==> config.mk <==
export PLATFORM = sky130hd
export DESIGN_NAME = crank_cam_edge_loss_watchdog
export DESIGN_NICKNAME = d
export VERILOG_FILES = /design/src/hdl/ccelw_pkg.sv /design/src/hdl/crank_cam_edge_loss_watchdog.sv
export SDC_FILE = /design/constraint.sdc
export NUM_CORES = 1
export LEC_CHECK = 0
export BUFFER_PORTS_ARGS = -buffer_cell sky130_fd_sc_hd__buf_2
export CAP_MARGIN = 10
export CORE_MARGIN = 5
export CORE_UTILIZATION = 40
export DETAILED_ROUTE_END_ITERATION = 10
export PLACE_DENSITY_LB_ADDON = 0.25
export SLEW_MARGIN = 15
export SYNTH_ARGS = -nofsm -noshare
export SYNTH_HDL_FRONTEND = slang
export SYNTH_SLANG_ARGS = --single-unit
export TNS_END_PERCENT = 5
==> constraint.sdc <==
create_clock -name clock -period 6.1 [get_ports clock]
set_input_delay 0.305 -clock clock [delete_from_list [all_inputs] [get_ports clock]]
set_output_delay 0.305 -clock clock [all_outputs]
set_load 0.02 [all_outputs]
==> src/hdl/ccelw_pkg.sv <==
// ----------------------------------------------------------------------------
// ccelw_pkg
// Shared constants, register indexes and a helper function for the crank and
// cam edge-loss watchdog.
// ----------------------------------------------------------------------------
package ccelw_pkg;

   localparam int unsigned TIMER_W   = 10;
   localparam int unsigned COUNT_W   = 8;
   localparam int unsigned CSR_IDX_W = 3;
   localparam int unsigned CSR_DATA_W = 8;

   localparam logic [TIMER_W-1:0] TIMER_LIMIT = 10'd600;

   localparam logic [CSR_IDX_W-1:0] REG_TICK_STEP             = 3'd0;
   localparam logic [CSR_IDX_W-1:0] REG_CRANK_TIMEOUT         = 3'd1;
   localparam logic [CSR_IDX_W-1:0] REG_CRANK_TIMEOUT_INITIAL = 3'd2;
   localparam logic [CSR_IDX_W-1:0] REG_CAM_TIMEOUT           = 3'd3;
   localparam logic [CSR_IDX_W-1:0] REG_CAM_TIMEOUT_INITIAL   = 3'd4;
   localparam logic [CSR_IDX_W-1:0] REG_INTAKE_CAM_PRESENT    = 3'd5;
   localparam logic [CSR_IDX_W-1:0] REG_EXHAUST_CAM_PRESENT   = 3'd6;

   localparam logic [CSR_DATA_W-1:0] TICK_STEP_RESET       = 8'd10;
   localparam logic [CSR_DATA_W-1:0] TIMEOUT_RESET         = 8'd100;
   localparam logic [CSR_DATA_W-1:0] TIMEOUT_INITIAL_RESET = 8'd200;

   // Next value of one missing-edge timer.
   function automatic logic [TIMER_W-1:0] timer_next(
      input logic                  act,
      input logic                  prev,
      input logic [TIMER_W-1:0]    timer,
      input logic [CSR_DATA_W-1:0] step
   );
      logic [TIMER_W-1:0] thr;
      logic [TIMER_W-1:0] step_ext;
      logic [TIMER_W-1:0] result;
      step_ext = {{(TIMER_W-CSR_DATA_W){1'b0}}, step};
      thr      = (TIMER_LIMIT > step_ext) ? (TIMER_LIMIT - step_ext) : '0;
      if (act) begin
         if (!prev) begin
            result = '0;
         end else if (timer > TIMER_LIMIT) begin
            result = TIMER_LIMIT;
         end else begin
            result = timer;
         end
      end else if (timer < thr) begin
         result = timer + step_ext;
      end else begin
         result = TIMER_LIMIT;
      end
      return result;
   endfunction

endpackage

==> src/hdl/crank_cam_edge_loss_watchdog.sv <==
// ----------------------------------------------------------------------------
// crank_cam_edge_loss_watchdog
// Missing-edge watchdog for the crank, intake cam and exhaust cam channels.
// ----------------------------------------------------------------------------
// Each accepted item is one scheduler tick and yields exactly one result item
// in the next cycle. Edge detection, the seen latches and the per-channel
// timers are updated in the cycle of acceptance, and the result is held in an
// output register, so a new tick is taken every clock while the result side
// keeps up; when the result side stalls, the input waits only until the held
// result is taken. The user writes configuration registers through the csr
// port only with no tick in flight, not enforced; unused indexes are ignored.
module crank_cam_edge_loss_watchdog (
   input  logic                                 clock,
   input  logic                                 reset,
   input  logic                                 csr_write_en,
   input  logic [ccelw_pkg::CSR_IDX_W-1:0]      csr_index,
   input  logic [ccelw_pkg::CSR_DATA_W-1:0]     csr_wdata,
   input  logic                                 req_valid,
   output logic                                 req_ready,
   input  logic [ccelw_pkg::COUNT_W-1:0]        req_crank_edge_count,
   input  logic [ccelw_pkg::COUNT_W-1:0]        req_intake_edge_count,
   input  logic [ccelw_pkg::COUNT_W-1:0]        req_exhaust_edge_count,
   input  logic                                 req_stuck_engine_start,
   input  logic                                 req_machine_start_event,
   output logic                                 rsp_valid,
   input  logic                                 rsp_ready,
   output logic                                 rsp_crank_edge_now,
   output logic                                 rsp_intake_edge_now,
   output logic                                 rsp_exhaust_edge_now,
   output logic                                 rsp_crank_seen_since_start,
   output logic                                 rsp_intake_seen_since_start,
   output logic                                 rsp_exhaust_seen_since_start,
   output logic                                 rsp_crank_missing,
   output logic                                 rsp_intake_missing,
   output logic                                 rsp_exhaust_missing,
   output logic [ccelw_pkg::TIMER_W-1:0]        rsp_crank_timer_value,
   output logic [ccelw_pkg::TIMER_W-1:0]        rsp_intake_timer_value,
   output logic [ccelw_pkg::TIMER_W-1:0]        rsp_exhaust_timer_value
);

   logic [ccelw_pkg::CSR_DATA_W-1:0] tick_step_ff;
   logic [ccelw_pkg::CSR_DATA_W-1:0] crank_timeout_ff;
   logic [ccelw_pkg::CSR_DATA_W-1:0] crank_timeout_initial_ff;
   logic [ccelw_pkg::CSR_DATA_W-1:0] cam_timeout_ff;
   logic [ccelw_pkg::CSR_DATA_W-1:0] cam_timeout_initial_ff;
   logic                             intake_present_ff;
   logic                             exhaust_present_ff;

   logic [ccelw_pkg::COUNT_W-1:0] last_crank_ff, last_crank_in;
   logic [ccelw_pkg::COUNT_W-1:0] last_intake_ff, last_intake_in;
   logic [ccelw_pkg::COUNT_W-1:0] last_exhaust_ff, last_exhaust_in;
   logic crank_latch_ff, crank_latch_in;
   logic intake_latch_ff, intake_latch_in;
   logic exhaust_latch_ff, exhaust_latch_in;
   logic [ccelw_pkg::TIMER_W-1:0] crank_timer_ff, crank_timer_in;
   logic [ccelw_pkg::TIMER_W-1:0] intake_timer_ff, intake_timer_in;
   logic [ccelw_pkg::TIMER_W-1:0] exhaust_timer_ff, exhaust_timer_in;
   logic crank_act_ff, crank_act_in;
   logic intake_act_ff, intake_act_in;
   logic exhaust_act_ff, exhaust_act_in;

   logic rsp_valid_ff, rsp_valid_in;
   logic crank_edge_ff, intake_edge_ff, exhaust_edge_ff;
   logic crank_seen_ff, intake_seen_ff, exhaust_seen_ff;
   logic crank_miss_ff, intake_miss_ff, exhaust_miss_ff;
   logic [ccelw_pkg::TIMER_W-1:0] crank_tval_ff, intake_tval_ff, exhaust_tval_ff;

   logic accept;
   logic ev;
   logic crank_edge, intake_edge_raw, exhaust_edge_raw;
   logic intake_edge, exhaust_edge;
   logic intake_seen, exhaust_seen;
   logic [ccelw_pkg::CSR_DATA_W-1:0] crank_thr, intake_thr, exhaust_thr;

   assign req_ready = !rsp_valid_ff || rsp_ready;
   assign accept    = req_valid && req_ready;

   // Configuration registers.
   always_ff @(posedge clock) begin
      if (reset) begin
         tick_step_ff             <= ccelw_pkg::TICK_STEP_RESET;
         crank_timeout_ff         <= ccelw_pkg::TIMEOUT_RESET;
         crank_timeout_initial_ff <= ccelw_pkg::TIMEOUT_INITIAL_RESET;
         cam_timeout_ff           <= ccelw_pkg::TIMEOUT_RESET;
         cam_timeout_initial_ff   <= ccelw_pkg::TIMEOUT_INITIAL_RESET;
         intake_present_ff        <= 1'b1;
         exhaust_present_ff       <= 1'b1;
      end else if (csr_write_en) begin
         unique case (csr_index)
            ccelw_pkg::REG_TICK_STEP:             tick_step_ff <= csr_wdata;
            ccelw_pkg::REG_CRANK_TIMEOUT:         crank_timeout_ff <= csr_wdata;
            ccelw_pkg::REG_CRANK_TIMEOUT_INITIAL: crank_timeout_initial_ff <= csr_wdata;
            ccelw_pkg::REG_CAM_TIMEOUT:           cam_timeout_ff <= csr_wdata;
            ccelw_pkg::REG_CAM_TIMEOUT_INITIAL:   cam_timeout_initial_ff <= csr_wdata;
            ccelw_pkg::REG_INTAKE_CAM_PRESENT:    intake_present_ff <= csr_wdata[0];
            ccelw_pkg::REG_EXHAUST_CAM_PRESENT:   exhaust_present_ff <= csr_wdata[0];
            default: begin
            end
         endcase
      end
   end

   // Edge detection, seen latches and timers for one tick.
   always_comb begin
      ev = req_stuck_engine_start || req_machine_start_event;

      crank_edge       = !req_stuck_engine_start && (req_crank_edge_count != last_crank_ff);
      intake_edge_raw  = !req_stuck_engine_start && (req_intake_edge_count != last_intake_ff);
      exhaust_edge_raw = !req_stuck_engine_start && (req_exhaust_edge_count != last_exhaust_ff);

      crank_latch_in   = !req_machine_start_event &&
                         (crank_edge || crank_latch_ff || req_stuck_engine_start);
      intake_latch_in  = !req_machine_start_event &&
                         (intake_edge_raw || intake_latch_ff || req_stuck_engine_start);
      exhaust_latch_in = !req_machine_start_event &&
                         (exhaust_edge_raw || exhaust_latch_ff || req_stuck_engine_start);

      last_crank_in   = req_crank_edge_count;
      last_intake_in  = req_intake_edge_count;
      last_exhaust_in = req_exhaust_edge_count;

      intake_edge  = intake_present_ff && intake_edge_raw;
      exhaust_edge = exhaust_present_ff && exhaust_edge_raw;
      intake_seen  = intake_present_ff && intake_latch_in;
      exhaust_seen = exhaust_present_ff && exhaust_latch_in;

      crank_act_in   = crank_edge || ev;
      intake_act_in  = intake_edge || ev;
      exhaust_act_in = exhaust_edge || ev;

      crank_timer_in   = ccelw_pkg::timer_next(crank_act_in, crank_act_ff,
                                               crank_timer_ff, tick_step_ff);
      intake_timer_in  = ccelw_pkg::timer_next(intake_act_in, intake_act_ff,
                                               intake_timer_ff, tick_step_ff);
      exhaust_timer_in = ccelw_pkg::timer_next(exhaust_act_in, exhaust_act_ff,
                                               exhaust_timer_ff, tick_step_ff);

      crank_thr   = crank_latch_in ? crank_timeout_ff : crank_timeout_initial_ff;
      intake_thr  = intake_seen ? cam_timeout_ff : cam_timeout_initial_ff;
      exhaust_thr = exhaust_seen ? cam_timeout_ff : cam_timeout_initial_ff;

      rsp_valid_in = accept || (rsp_valid_ff && !rsp_ready);
   end

   // Channel state.
   always_ff @(posedge clock) begin
      if (reset) begin
         last_crank_ff    <= '0;
         last_intake_ff   <= '0;
         last_exhaust_ff  <= '0;
         crank_latch_ff   <= 1'b0;
         intake_latch_ff  <= 1'b0;
         exhaust_latch_ff <= 1'b0;
         crank_timer_ff   <= '0;
         intake_timer_ff  <= '0;
         exhaust_timer_ff <= '0;
         crank_act_ff     <= 1'b0;
         intake_act_ff    <= 1'b0;
         exhaust_act_ff   <= 1'b0;
         rsp_valid_ff     <= 1'b0;
      end else begin
         rsp_valid_ff <= rsp_valid_in;
         if (accept) begin
            last_crank_ff    <= last_crank_in;
            last_intake_ff   <= last_intake_in;
            last_exhaust_ff  <= last_exhaust_in;
            crank_latch_ff   <= crank_latch_in;
            intake_latch_ff  <= intake_latch_in;
            exhaust_latch_ff <= exhaust_latch_in;
            crank_timer_ff   <= crank_timer_in;
            intake_timer_ff  <= intake_timer_in;
            exhaust_timer_ff <= exhaust_timer_in;
            crank_act_ff     <= crank_act_in;
            intake_act_ff    <= intake_act_in;
            exhaust_act_ff   <= exhaust_act_in;
         end
      end
   end

   // Result register.
   always_ff @(posedge clock) begin
      if (accept) begin
         crank_edge_ff   <= crank_edge;
         intake_edge_ff  <= intake_edge;
         exhaust_edge_ff <= exhaust_edge;
         crank_seen_ff   <= crank_latch_in;
         intake_seen_ff  <= intake_seen;
         exhaust_seen_ff <= exhaust_seen;
         crank_miss_ff   <= crank_timer_in >=
                            {{(ccelw_pkg::TIMER_W-ccelw_pkg::CSR_DATA_W){1'b0}}, crank_thr};
         intake_miss_ff  <= intake_timer_in >=
                            {{(ccelw_pkg::TIMER_W-ccelw_pkg::CSR_DATA_W){1'b0}}, intake_thr};
         exhaust_miss_ff <= exhaust_timer_in >=
                            {{(ccelw_pkg::TIMER_W-ccelw_pkg::CSR_DATA_W){1'b0}}, exhaust_thr};
         crank_tval_ff   <= crank_timer_in;
         intake_tval_ff  <= intake_timer_in;
         exhaust_tval_ff <= exhaust_timer_in;
      end
   end

   assign rsp_valid                    = rsp_valid_ff;
   assign rsp_crank_edge_now           = crank_edge_ff;
   assign rsp_intake_edge_now          = intake_edge_ff;
   assign rsp_exhaust_edge_now         = exhaust_edge_ff;
   assign rsp_crank_seen_since_start   = crank_seen_ff;
   assign rsp_intake_seen_since_start  = intake_seen_ff;
   assign rsp_exhaust_seen_since_start = exhaust_seen_ff;
   assign rsp_crank_missing            = crank_miss_ff;
   assign rsp_intake_missing           = intake_miss_ff;
   assign rsp_exhaust_missing          = exhaust_miss_ff;
   assign rsp_crank_timer_value        = crank_tval_ff;
   assign rsp_intake_timer_value       = intake_tval_ff;
   assign rsp_exhaust_timer_value      = exhaust_tval_ff;

   a_timers_bounded: assert property (@(posedge clock) disable iff (reset)
      crank_timer_ff <= ccelw_pkg::TIMER_LIMIT && intake_timer_ff <= ccelw_pkg::TIMER_LIMIT &&
      exhaust_timer_ff <= ccelw_pkg::TIMER_LIMIT)
      else $error("missing-edge timer above its limit");

   a_start_clears_seen: assert property (@(posedge clock) disable iff (reset)
      accept && req_machine_start_event |=>
         !rsp_crank_seen_since_start && !rsp_intake_seen_since_start &&
         !rsp_exhaust_seen_since_start)
      else $error("seen flag set after a machine start item");

   a_stuck_sets_seen: assert property (@(posedge clock) disable iff (reset)
      accept && req_stuck_engine_start && !req_machine_start_event |=>
         rsp_crank_seen_since_start && !rsp_crank_edge_now)
      else $error("stuck start item did not set the crank seen flag");

   a_absent_cam_quiet: assert property (@(posedge clock) disable iff (reset)
      accept && !intake_present_ff |=> !rsp_intake_edge_now && !rsp_intake_seen_since_start)
      else $error("absent intake cam reported an edge");

   a_no_overwrite: assert property (@(posedge clock) disable iff (reset)
      rsp_valid_ff && !rsp_ready |-> !accept)
      else $error("item accepted over a held result");

endmodule

==> results.md, run 1 <==
* PortBufs at between 80 and 90
* CTS Buffer Depth at 2
* Htree depth at 4
* Final worst-path cycle share at around 86%
* Tot GR Track Use at between 10% and 20%
* Area share of the largest cell type after synthesis at ~25%
* Finished Layout Cells at about 1300
* Die area at between 20000 and 25000 um2
* Ys async rst share at 0%
* Post-route design area at between 9000 and 10000 um2
* Quantity of gates resized following cts at 0
* Number of flops mapped to enable cells by yosys at 39
* Flops & latches, synth at 142
* Synth cell types at roughly 60
* CP endpoint kind: register
* Routability Congestion at 0.885
* RSZ-0062 raised after global routing: false
* First-pass GRT wire length at approximately 36000 um
* Placed cells at ~1300
* Tmin final at approximately 5200 ps
* Total CTS buffers at 17
* # clock sinks at between 100 and 150
* Critical Path Start Type: register
* Max-slew headroom at 33.8%
* Vias per cell at roughly 5.4
* Data required, critical path at ~6300 ps
* Status: complete, no violations
* Main flop type after synthesis: dfxtp_1
* Syn avg cell area at 8.73 um2
* RR Startpoint: tick_step_ff[1]
* Via count of the routed design at between 7000 and 8000
* Antenna Violating Nets Remaining at 0
* CTS tree: built
* DR iter-0 viols at around 550
* DPL Wire Length at 15900 um
* Most common cell after layout, fill and taps aside: nand2_1
* Commonest non-fill, non-tap cells in the layout: nand2_1 (178), dfxtp_1 (103), a21oi_1 (93)
* Mapped Nets at 1066
* Post-CTS Setup Inserts at 0
* Worst setup path class: reg -> reg
* Final setup vio count at 0
* Share of layout cells above drive strength 1 at around an eighth
* Vias in the first global route at roughly 6600
* Antenna Cells at 0
* Drt drc at 0
* Core area at 20400 um2
* Worst VDD drop at between 150 and 200 uV
* Tightest Pin Transition at between 900 and 1000 ps
* Highest clock rate at between 150 and 200 MHz
* Gate Count Post-Synth at 954
* Hold Path Class: in -> reg
* Drt first pass iters at 7
* Tot Pwr at 2.32 mW
* Cell Rows at 52
* Final Hold Viols at 0
* Clk_skew at ~7.5 ps
* Final WL at approximately 22000 um
* Final-layout fill cell count at about 2000
* Grt ovf at 0
* P_leak at ~4.0 nW
* Setup ws final at roughly 900 ps
* Clock latency on the worst-skew pair at 420 ps
* Synth area leaders: dfxtp_1 (25%), edfxtp_1 (14%), ha_1 (10%)
* Hold_buf cts at 0
* Pre-CTS setup slack at between 900 and 1000 ps
* Crit Path Max Fanout at 9
* Hold_sp: req_valid
* Wire per inst at approximately 17 um
* Area delta synth->final at 14.4%
* Pin count of the biggest net entering global routing at between 90 and 100
* Setup TNS at 0 ps
* Placed cell areas at roughly 9000 um2
* Die height at 154 um
* Clock root buffer: clkbuf_16
* Ys Warns at 0
* Synth area leader: dfxtp_1
* Io pins at 83
* Power per cell area at approximately 240 nW/um2
* Mapped Area at 8320 um2
* Worst Path Arrival at 5380 ps
* Post-synthesis sequential area ratio at 38.8%
* Max-cap violations at 0
* Slew Viols, Final at 0
* DIE WIDTH at 154 um
* Clock transition at the registers of the reported paths at about 60 ps
* Initial antenna violation count at 0
* Initial Util at 40.9%
* Crit path from: tick_step_ff[1]
* Nets@finish at 1135
[state kept, by name, indices dropped and copies added (netlist names), 8 cells and up]
register,count
rsp_intake_timer_value,10
cam_timeout_ff,8
crank_timer_ff,10
last_intake_ff,8
rsp_exhaust_timer_value,10
rsp_crank_timer_value,10
cam_timeout_initial_ff,8
crank_timeout_ff,8
last_exhaust_ff,8
exhaust_timer_ff,10
last_crank_ff,8
crank_timeout_initial_ff,8
tick_step_ff,8
intake_timer_ff,10
[synthesized netlist by cell type (9+ instances only)]
library cell  instances
nand3_1              10
mux2i_1              23
o21ai_0              40
dfxtp_1             103
and2_1               12
nor3_1               25
nand2_1             179
xnor2_1              41
nor2_1               73
a21oi_1              93
inv_1                23
ha_1                 67
o21a_1               15
nand2b_1             13
edfxtp_1             39
clkbuf_1             31
nand3b_1             13
nor3b_1               9
a22o_1               12
[logic make-up after synthesis]
kind of cell,synth area share (%)
multiplexers,3.17
buffers and inverters,2.93
flip-flops,38.8
XOR/XNOR,4.95
AO/OA/AOI/OAI,19.3
adder cells (fa/ha/maj),10.8
AND/OR/NAND/NOR,20.1
[metal layers]
layer | track usage, % | vias up | wire [um]
met5 | 0 | - | 0
met4 | 5.38 | 0 | 323
met3 | 2.46 | 26 | 809
met2 | 28.6 | 159 | 9980
met1 | 26.8 | 3348 | 10900
li1 | - | 3561 | -
[stage by stage]
stage | utilization, % | hold WS [ps]
6_report | 46.8 | 133
5_1_grt | 46.8 | 132
4_1_cts | 46.8 | 121
3_5_place_dp | 44.0 | 446
3_3_place_gp | 44.0 | 438
2_1_floorplan | - | 423
[critical path: stages (launching register included)]
cell and delay (ps):
dfxtp_1 610, inv_1 120, ha_1 230, nand2b_1 110
a31o_2 180, a21oi_1 140, ha_1 340, o311ai_0 110
a211oi_1 410, o221a_2 300, a221oi_2 110, and2_0 310
a22oi_1 350, ha_1 290, nand2b_1 150, a21o_1 170
a21oi_1 130, nor2b_1 60, o211ai_1 150, a21oi_1 80
or4b_2 600
[report_power, final]
part / leakage, nW / internal [mW] / total [mW] / switching (mW)
clock: 0.266 / 0.601 / 1.02 / 0.417
combinational: 2.48 / 0.0981 / 0.260 / 0.162
sequential: 1.23 / 1.01 / 1.04 / 0.0315
total: 3.97 / 1.71 / 2.32 / 0.611
[area by class of cell]
| type | instances | area [um2] | area share, % |
|---|---|---|---|
| clock inverters | 14 | 141 | 1.48 |
| well taps | 270 | 338 | 3.55 |
| repair buffers | 87 | 448 | 4.70 |
| multi-input cells | 752 | 4850 | 50.9 |
| inverters | 23 | 87.6 | 0.919 |
| flip-flops and latches | 142 | 3230 | 33.9 |
| clock buffers | 18 | 429 | 4.50 |
[worst paths after layout]
path         cells past startpoint  slack [ps]                   to
max                             20         880    rsp_crank_missing
min                              3         130            rsp_valid
max reg2reg                     20         880    rsp_crank_missing
min reg2reg                      2         450  crank_timeout_ff[0]
Note: power is estimated with default switching activity, not from simulation.
==> run 2: changes to the inputs <==
- PLACE_DENSITY: unset -> 0.66
- PLACE_DENSITY_LB_ADDON: 0.25 -> unset
==> run 2 against run 1 <==
Net effect:
- global-route usage shrank 0.24 points
- core utilization is essentially flat
- critical path depth is the same
- fmax is 0.47% lower
- die area is the same
- combinational power barely moved
- via count is 2.0% higher
- clock power is essentially flat
- first-iteration DRC count fell by 15%
- design area about the same
- flip-flop and latch count unchanged
- routed wire length is 0.77% lower
==> results.md, run 2 (synthesized netlist as in run 1, its figures left out) <==
* Status: complete, no violations (unchanged)
* Final setup vio count at 0 (unchanged)
* DPL Wire Length at 15500 um (was 15900 um)
* Commonest non-fill, non-tap cells in the layout: nand2_1 (178), dfxtp_1 (103), a21oi_1 (93) (unchanged)
* Most common cell after layout, fill and taps aside: nand2_1 (unchanged)
* Worst VDD drop at 195 uV (was 191 uV)
* Initial antenna violation count at 0 (unchanged)
* Slew Viols, Final at 0 (unchanged)
* Tmin final at 5250 ps (was 5220 ps)
* Final worst-path cycle share at 86.0% (was 85.6%)
* Tot GR Track Use at 18.2% (was 18.4%)
* Total CTS buffers at 17 (unchanged)
* Antenna Violating Nets Remaining at 0 (unchanged)
* Highest clock rate at 191 MHz (about the same)
* Tot Pwr at 2.29 mW (was 2.32 mW)
* DIE WIDTH at 154 um (unchanged)
* Post-CTS Setup Inserts at 0 (unchanged)
* Worst setup path class: reg -> reg (unchanged)
* Tightest Pin Transition at 854 ps (was 993 ps)
* CTS Buffer Depth at 2 (unchanged)
* Critical Path Start Type: register (unchanged)
* Max-cap violations at 0 (unchanged)
* Core area at 20400 um2 (unchanged)
* Worst Path Arrival at 5400 ps (was 5380 ps)
* Clock latency on the worst-skew pair at 430 ps (was 420 ps)
* Wire per inst at 16.7 um (was 16.9 um)
* Clk_skew at 11.3 ps (was 7.49 ps)
* RSZ-0062 raised after global routing: false (unchanged)
* Via count of the routed design at 7238 (was 7094)
* CTS tree: built (unchanged)
* Clock root buffer: clkbuf_16 (unchanged)
* # clock sinks at 142 (unchanged)
* Clock transition at the registers of the reported paths at 70 ps (was 60 ps)
* First-pass GRT wire length at 35100 um (was 35600 um)
* Grt ovf at 0 (unchanged)
* Die area at 23800 um2 (unchanged)
* Nets@finish at 1135 (unchanged)
* Quantity of gates resized following cts at 0 (unchanged)
* Drt first pass iters at 5 (was 7)
* Max-slew headroom at 42.3% (was 33.8%)
* Die height at 154 um (unchanged)
* Data required, critical path at 6250 ps (about the same)
* Share of layout cells above drive strength 1 at 13.3% (was 13.2%)
* Final Hold Viols at 0 (unchanged)
* DR iter-0 viols at 471 (was 552)
* Area delta synth->final at 14.4% (about the same)
* Hold Path Class: in -> reg (unchanged)
* CP endpoint kind: register (unchanged)
* Power per cell area at 240 nW/um2 (was 243 nW/um2)
* Routability Congestion at 0.907 (was 0.885)
* Initial Util at 40.9% (unchanged)
* Antenna Cells at 0 (unchanged)
* Hold_buf cts at 0 (unchanged)
* Vias per cell at 5.54 (was 5.43)
* Pin count of the biggest net entering global routing at 63 (was 94)
* Crit Path Max Fanout at 9 (unchanged)
* P_leak at 3.98 nW (was 3.97 nW)
* Vias in the first global route at 6634 (was 6615)
* Drt drc at 0 (unchanged)
* PortBufs at 82 (unchanged)
* Setup TNS at 0 ps (unchanged)
* Htree depth at 4 (unchanged)
* Io pins at 83 (unchanged)
* Final WL at 21900 um (was 22000 um)
* Cell Rows at 52 (unchanged)
-- run 2: power breakdown --
part           switching, mW  internal, mW  leakage [nW]
clock network          0.416         0.573         0.276
registers             0.0318          1.01          1.23
logic                  0.162        0.0981          2.48
-- run 2: path summary, 6_finish.rpt --
check | from | to | slack (ps) | depth (start not counted)
setup reg to reg | tick_step_ff[1] | rsp_crank_missing | 850 | 20
setup / recovery | tick_step_ff[1] | rsp_crank_missing | 850 | 20
hold reg to reg | crank_timeout_initial_ff[5] | crank_timeout_initial_ff[5] | 450 | 2
hold / removal | req_valid | rsp_valid | 120 | 3
-- run 2: area by class of cell --
cell class / instances / area, um2
fill: 1973 / 10800
inverter: 23 / 87.6
clock buffer: 22 / 487
timing repair buffer: 87 / 448
clock inverter: 10 / 76.3
multi-input combinational: 752 / 4850
tap: 270 / 338
sequential: 142 / 3230
-- run 2: per-stage QoR --
step	instance area [um2]	cells	util [%]	hold slack [ps]	setup slack [ps]
4_1_cts	9520	1306	46.7	106	872
6_report	9520	1306	46.7	123	852
3_5_place_dp	8960	1274	44.0	447	902
3_3_place_gp	8960	1274	44.0	439	1030
2_1_floorplan	8320	954	-	423	1440
5_1_grt	9520	1306	46.7	124	438
-- run 2: worst max-delay path, cell delays in order, from the launching register on --
cell and delay, ps:
dfxtp_1 630, inv_1 130, ha_1 230, nand2b_1 110, a31o_2 180, a21oi_1 140
ha_1 340, o311ai_0 110, a211oi_1 410, o221a_2 310, a221oi_2 110, and2_0 300
a22oi_1 360, ha_1 280, nand2b_1 130, a21o_1 170, a21oi_1 130, nor2b_1 60
o211ai_1 150, a21oi_1 80, or4b_2 600
-- run 2: per-layer routing --
metal	global-route usage, %	vias to the layer above	wire, um
li1	-	3560	-
met1	26.1	3402	10300
met2	26.8	242	9500
met3	4.02	34	1440
met4	6.73	0	580
met5	0	-	0
==> run 3: changes to the inputs <==
- PLACE_DENSITY: 0.66 -> 0.68
- clock period: 6.1 -> 4.3 ns (I/O delays scaled with it)
==> run 3 against run 2 <==
Net effect:
- routed wire length is 4.5% higher
- register-to-register slack worse by 730 ps
- fmax is 25% higher
- clock power is 50% higher
- non-clock buffer count is 34 higher
- final cell count is 2.6% higher
- global-route usage is 0.53 points higher
- highest routed layer is now met5
==> results.md, run 3 (synthesized netlist as in run 1, its figures left out) <==
* Pin count of the biggest net entering global routing at 63 (unchanged)
* Hold_buf cts at 0 (unchanged)
* Setup TNS at 0 ps (unchanged)
* Met2 Resource Use GR at 28.6% (was 26.8%)
* Worst Path Arrival at 4350 ps (was 5400 ps)
* Area delta synth->final at 21.0% (was 14.4%)
* Cell Rows at 52 (unchanged)
* DIE WIDTH at 154 um (unchanged)
* P_leak at 4.22 nW (was 3.98 nW)
* Initial Util at 40.9% (unchanged)
* CTS Buffer Depth at 2 (unchanged)
* Placed cell areas at 9220 um2 (was 8960 um2)
* Met1 Track Usage GR at 27.1% (was 26.1%)
* Nets@finish at 1169 (was 1135)
* Worst setup path class: reg -> reg (unchanged)
* Worst R2R Setup Slack at 120 ps (was 850 ps)
* Core area at 20400 um2 (unchanged)
* Wire per inst at 17.0 um (was 16.7 um)
* Io pins at 83 (unchanged)
* Die area at 23800 um2 (unchanged)
* Initial antenna violation count at 1 (was 0)
* Clk_skew at 10.0 ps (was 11.3 ps)
* Final setup vio count at 0 (unchanged)
* Drt first pass iters at 5 (unchanged)
* Tmin final at 4180 ps (was 5250 ps)
* CTS tree: built (unchanged)
* Vias in the first global route at 6786 (was 6634)
* Routability Congestion at 0.891 (was 0.907)
* Htree depth at 4 (unchanged)
* Tot Pwr at 3.36 mW (was 2.29 mW)
* Slew Viols, Final at 0 (unchanged)
* Clock root buffer: clkbuf_16 (unchanged)
* Die height at 154 um (unchanged)
* Tightest Pin Transition at 749 ps (was 854 ps)
* Clock latency on the worst-skew pair at 430 ps (about the same)
* Drt drc at 0 (unchanged)
* Most common cell after layout, fill and taps aside: nand2_1 (unchanged)
* Tot GR Track Use at 18.7% (was 18.2%)
* Final Hold Viols at 0 (unchanged)
* Vias per cell at 5.48 (was 5.54)
* Antenna Violating Nets Remaining at 0 (unchanged)
* Post-route design area at 10100 um2 (was 9520 um2)
* # clock sinks at 142 (unchanged)
* Worst VDD drop at 291 uV (was 195 uV)
* RSZ-0062 raised after global routing: true (was false)
* Share of layout cells above drive strength 1 at 19.2% (was 13.3%)
* Total CTS buffers at 17 (unchanged)
* Crit Path Max Fanout at 9 (unchanged)
* Routing usage on met3 at 3.41% (was 4.02%)
* Final WL at 22800 um (was 21900 um)
* Commonest non-fill, non-tap cells in the layout: nand2_1 (177), dfxtp_1 (100), a21oi_1 (89) (was nand2_1 (178), dfxtp_1 (103), a21oi_1 (93))
* Grt ovf at 0 (unchanged)
* DR iter-0 viols at 525 (was 471)
* DPL Wire Length at 16200 um (was 15500 um)
* Max-slew headroom at 50.0% (was 42.3%)
* Status: complete, no violations (unchanged)
* PortBufs at 82 (unchanged)
* Final worst-path cycle share at 97.3% (was 86.0%)
* Data required, critical path at 4470 ps (was 6250 ps)
* Final core occ at 49.5% (was 46.7%)
* Hold Path Class: in -> reg (unchanged)
* Via count of the routed design at 7345 (was 7238)
* CP endpoint kind: register (unchanged)
* Critical Path Start Type: register (unchanged)
* Max-cap violations at 0 (unchanged)
* Power per cell area at 333 nW/um2 (was 240 nW/um2)
* Antenna Cells at 0 (unchanged)
* Clock transition at the registers of the reported paths at 70 ps (about the same)
* Top Usage Layer GRT: met2 (unchanged)
* First-pass GRT wire length at 36100 um (was 35100 um)
* Highest clock rate at 239 MHz (was 191 MHz)
[run 3: area by class of cell]
cell class	instances	area [um2]
Tap cell	270	338
Timing Repair Buffer	121	707
Fill cell	1919	10300
Clock inverter	11	87.6
Sequential cell	142	3240
Multi-Input combinational cell	752	5110
Inverter	23	87.6
Clock buffer	21	503
[run 3: stage by stage]
step,std cells,setup WS [ps],hold slack [ps]
finish,1340,118,39.5
CTS,1335,-17.4,26.9
detailed placement,1303,-38.1,446
global placement,1303,43.4,441
global route,1340,-84.9,29.5
floorplan,954,-3.16,332
[run 3: worst paths after layout]
kind                            start                  to  depth (start not counted)
max                   tick_step_ff[2]  rsp_intake_missing                         19
min          req_intake_edge_count[5]   last_intake_ff[5]                          3
max reg2reg           tick_step_ff[2]  rsp_intake_missing                         19
min reg2reg          exhaust_latch_ff    exhaust_latch_ff                          2
[run 3: routing by layer]
layer / part of all wire, % / wire (um)
met1: 47 / 10700
met5: 0.031 / 7
met4: 1.5 / 341
met3: 5.8 / 1320
met2: 46 / 10500
[run 3: repair_timing]
| item | CTS | global route |
|---|---|---|
| setup endpoints to repair | 3 | 3 |
| gates resized for setup | 7 | 37 |
| buffers inserted | 0 | 5 |
| pin swaps | 3 | 23 |
[run 3: critical path, stage by stage (launching register included)]
cell and delay (ps):
dfxtp_2 340, o311a_4 390, o21ai_4 170, nand2_4 100, ha_4 270, o311ai_1 100
a211oi_2 250, o221a_2 280, a221oi_4 70, and2_1 180, buf_4 170, a22o_4 270
ha_4 240, a21oi_2 140, nor2b_1 70, o21ai_1 110, a21oi_1 80, o21a_1 180
o21ai_1 90, or4b_1 420
[run 3: report_power, final]
group	leakage, nW	internal, mW	switching [mW]
combinational	2.68	0.157	0.248
sequential	1.23	1.43	0.0426
clock	0.298	0.851	0.631
total	4.22	2.44	0.921
